**config.mk**
```make
export PLATFORM = sky130hd
export DESIGN_NAME = iplpr_cell
export DESIGN_NICKNAME = d
export VERILOG_FILES = /design/src/rtl/core/iplpr_pkg.sv /design/src/rtl/core/iplpr_cell.sv
export SDC_FILE = /design/constraint.sdc
export NUM_CORES = 1
export LEC_CHECK = 0
export ABC_AREA = 1
export BUFFER_PORTS_ARGS = -buffer_cell sky130_fd_sc_hd__buf_2
export CAP_MARGIN = 5
export CORE_MARGIN = 1.5
export CORE_UTILIZATION = 31
export CTS_CLUSTER_DIAMETER = 30
export DETAILED_ROUTE_END_ITERATION = 7
export PLACE_DENSITY_LB_ADDON = 0.1
export SLEW_MARGIN = 20
export SYNTH_ARGS = -nofsm -noshare
export SYNTH_HDL_FRONTEND = slang
export SYNTH_SLANG_ARGS = --single-unit
```
**constraint.sdc**
```tcl
create_clock -name clock -period 6.63 [get_ports clock]
set_input_delay 0.663 -clock clock [delete_from_list [all_inputs] [get_ports clock]]
set_output_delay 0.663 -clock clock [all_outputs]
set_load 0.01 [all_outputs]
```
**src/rtl/core/iplpr_pkg.sv**
```systemverilog
// shared types and codes of the ipv4 longest prefix route table
`default_nettype none
package iplpr_pkg;

   localparam int MAX_RESULTS = 16;

   typedef enum logic [1:0] {
      REQ_ADD       = 2'd0,
      REQ_DELETE    = 2'd1,
      REQ_UNI_LOOK  = 2'd2,
      REQ_MC_LOOK   = 2'd3
   } req_code_type;

   typedef enum logic [1:0] {
      ST_OK        = 2'd0,
      ST_NO_ROUTE  = 2'd1,
      ST_FULL      = 2'd2,
      ST_MALFORMED = 2'd3
   } status_type;

   typedef enum logic [1:0] {
      OP_HOLD,
      OP_ROTATE,
      OP_COMPACT,
      OP_WRITE
   } cell_op_type;

   typedef enum logic [1:0] {
      S_IDLE,
      S_SCAN,
      S_DONE,
      S_RESP
   } state_type;

endpackage
`default_nettype wire

```
**src/rtl/core/iplpr_cell.sv**
```systemverilog
// one route entry cell of the ring: holds, rotates, compacts or is written
`default_nettype none
module iplpr_cell
   import iplpr_pkg::*;
#(
   parameter int INDEX      = 0,
   parameter int IDX_BITS   = 1,
   parameter int ENTRY_BITS = 102
) (
   input  wire logic                  clock,
   input  wire cell_op_type           cell_op,
   input  wire logic [IDX_BITS-1:0]   sel_idx,
   input  wire logic [ENTRY_BITS-1:0] next_entry,
   input  wire logic [ENTRY_BITS-1:0] wr_entry,
   output logic      [ENTRY_BITS-1:0] entry
);
   localparam logic [IDX_BITS-1:0] MY_IDX = IDX_BITS'(INDEX);

   logic [ENTRY_BITS-1:0] entry_ff, entry_in;

   always_comb begin
      entry_in = entry_ff;
      case (cell_op)
         OP_ROTATE:  entry_in = next_entry;
         OP_COMPACT: if (MY_IDX >= sel_idx) entry_in = next_entry;
         OP_WRITE:   if (MY_IDX == sel_idx) entry_in = wr_entry;
         default:    entry_in = entry_ff;
      endcase
   end

   always_ff @(posedge clock) begin
      entry_ff <= entry_in;
   end

   assign entry = entry_ff;
endmodule
`default_nettype wire

```
After elaboration in Yosys (flattened, before gate mapping)
Cells that the tools add are included.
{"block": "totals", "mem_count": 0, "output_inout_bits": 102, "regBits": 102, "mem_bits_rw": 0, "latchBits": 0, "romBits": 0}
{"block": "classes", "eq_ne": 5, "reduce_logical": 2, "shift": 0, "n_lt_le_gt_ge": 1, "n_addsub": 0, "n_bitwise": 0, "n_div": 0, "muxes": 3, "multipliers": 0}
{"cell": "$pmux W102 S3", "n": 1}
{"cell": "$mux W102", "n": 2}
{"cell": "$eq A2 B2 Y1 const B", "n": 2}
{"cell": "$ne A2 B2 Y1 const B", "n": 2}
{"cell": "$reduce_and A3 Y1", "n": 1}
{"cell": "$reduce_bool A3 Y1", "n": 1}
{"cell": "$eq A2 B1 Y1 const B", "n": 1}
{"cell": "$ge A1 B1 Y1 const A", "n": 1}

Longest topological paths before layout
{"block": "logic_depth", "ltp_word": 3, "ltp_mapped": 6, "depth_no_buf": 3}

Least setup slack after synthesis
OpenSTA, ideal clock, no wires.
{"block": "synth_path", "kind": "input to register", "startpoint": "input cell_op[1]", "endpoint": "register entry_ff[0], in the netlist entry[0] (enable)", "cell_stages": 5, "n_path_buf": 2, "setup_slack_ns": 0.728, "arrival_time_ns": 5.335, "cell_sequence": "buf_2 -> buf_4 -> nand2_1 -> inv_1 -> nor2_1"}
{"block": "synth_between", "elab_chain_cells": 3, "word_cells_on_any_way": 7}
{"item": "start, declared", "line_no": "iplpr_cell.sv:11", "source": "input wire cell_op_type cell_op,"}
{"item": "$eq A2 B2 Y1 or $eq A2 B1 Y1 (tied branches)", "line_no": "iplpr_cell.sv:23", "source": "case (cell_op)"}
{"item": "$ne A2 B2 Y1 (no source line) or $reduce_bool A3 Y1 (tied branches)"}
{"item": "$reduce_and A3 Y1 (no source line) *"}
{"item": "end signal, assigned", "line_no": "iplpr_cell.sv:32", "source": "entry_ff <= entry_in;"}
{"item": "end, declared", "line_no": "iplpr_cell.sv:19", "source": "logic [ENTRY_BITS-1:0] entry_ff, entry_in;"}
Mark *: on every way between the ends. The rest lies on a longest branch, timed or not.
A chain may end at the register's enable or synchronous reset.

Final worst setup path
{"block": "layout_path", "startpoint": "input cell_op[0]", "endpoint": "register entry_ff[96], in the netlist entry[96] (enable)"}
Same word-level chain as after synthesis.

==> results.ini <==
[status]
outcome=finished, final reports clean

[clocking]
clock-sinks=102
cts_tree=done
clockBufferDepth=2
clkTransAtPathRegs_ns=0.07
hold_buffers=0
cts_max_level=3
cts-root-buf=clkbuf_16
cts_buffers=9
cts_setup_buffers=0
cts_resized=0

[place]
post-place-ws_ns=3.47
io_buffers=309
dpl-instance-area_um2=6180
gp_congestion=0.807
dp_hpwl_mm=9.94
dp_cells=909

[sta]
slew_violations=0
fmax_mhz=370
finalSetupViolCount=0
whs_ns=0.583
hold_viol=0
tightest_slew_ns=0.813
post-route-period-util_pct=40.7
relSlewSlack_pct=45.8
fin_crit_ns=2.70
setup_tns_ns=0
rsz0062_at_grt=no
setup_ws_ns=3.93

[drt]
drtIter0Drc=156
wl_per_cell_um=15.0
dr_total_vias=4250
drc_errors=0
drtAntennaViolNets=0
routed_wl_mm=13.9
drt_pass1_iterations=4
via_per_inst=4.59

[power]
seqPwrFrac_pct=49.5
combPwrFrac_pct=17.6
p_switching_mw=0.412
intPower_mw=1.25
leakage_nw=3.29
finalPower_mw=1.66
cellPowerDensity_nw_per_um2=256
clkPwrFrac_pct=33.0
ir_drop_mv=0.141
p_sw_share_pct=24.8

[floorplanning]
start_util_pct=31.9
die_x_um=125
io_pins=310
core_area_um2=14500
die_h_um=125
rows=44
dieArea_um2=15700

[global_routing]
first_global_vias=4148
grt_usage_pct=17.4
overflow=0
antenna_found_initial=2
grt_pass1_wl_mm=21.3
grt_max_degree=106

[setup_path]
path_max_fanout=58
timing_worst_setup_path_type=primary input to register
cp.required_ns=6.60
arrival_ns=2.67
end_kind=register
start_kind=primary input

[finish]
syn2layout_area_growth_pct=40.4
nets=944
layout-drive-gt1-share_pct=44.0
fin_cells=926
final_cell_mix=buf_2, nand2_1, nand3_1, edfxtp_1, clkbuf_16
fin_util_pct=44.7
final_common_cell=buf_2
largest_reg_flops=102
fin_area_um2=6500

[job]
maxCapViolCount=0

[min_path]
min-delay-start=next_entry[11]
holdPathEnd=entry[11]
hold_depth=3
hp-class=primary input to register

[synthesis]
synth_nets=656
syn-cell-area_um2=4630
yosysUniqueCellTypes=9
ys_warn_count=0
postSynthCellCount=448
ys_seq_area_share_pct=66.2
avgSynthCellArea_um2=10.3
synth-seq-cells=102

## cells in the mapped netlist (all sizes together)
cell type	n	share of area, %
buf	35	5.8
nor2	2	0.16
edfxtp	102	66
inv	1	0.081
nand2	206	17
nand3	102	11
## worst max-delay path by stage
stage               slack [ns]        from   endpoint  cells after the start
finish                    3.93  cell_op[0]  entry[96]                      5
floorplan                 0.73  cell_op[1]   entry[0]                      5
CTS                       3.84  cell_op[0]  entry[55]                      5
detailed placement        3.47  cell_op[0]  entry[55]                      5
global route              3.78  cell_op[0]  entry[96]                      5
global placement          3.54  cell_op[0]  entry[33]                      5
## power by group through the flow
stage | Sequential, mW | Combinational [mW] | Clock (mW)
CTS | 0.824 | 0.299 | 0.566
finish | 0.823 | 0.292 | 0.549
floorplan | 0.891 | 0.0921 | 0
global placement | 0.836 | 0.296 | 0
global route | 0.831 | 0.323 | 0.588
detailed placement | 0.838 | 0.299 | 0
## cells by family (layout without fill, tap and decap cells)
family / Yosys count / count (layout) / share of synthesized area, %
DFF: 102 / 102 / 66.2
other: 0 / 1 / 0
and+or+nand+nor: 310 / 310 / 27.9
buffers and inverters: 36 / 329 / 5.89
## final cells by class
cell class,count,area [um^2]
antenna,1,2.50
clock buffer,10,229
clock inverter,6,76.3
fill,1479,8040
inverter,1,3.75
multi-input combinational,310,1320
sequential,102,3060
tap,184,230
timing repair buffer,312,1580
## critical path: stages
cell	delay [ns]
buf_4	0.39
buf_4	0.63
nor2_1	0.17
nor2_4	0.15
buf_4	0.55
## layer usage
layer	routed length [um]	GRT usage [%]	part of all wire (%)
met5	19	0	0.14
met1	5160	19.1	37
met4	284	7.42	2.0
met2	7020	30.2	50
met3	1450	6.38	10
(Power assumes the default switching activity.)
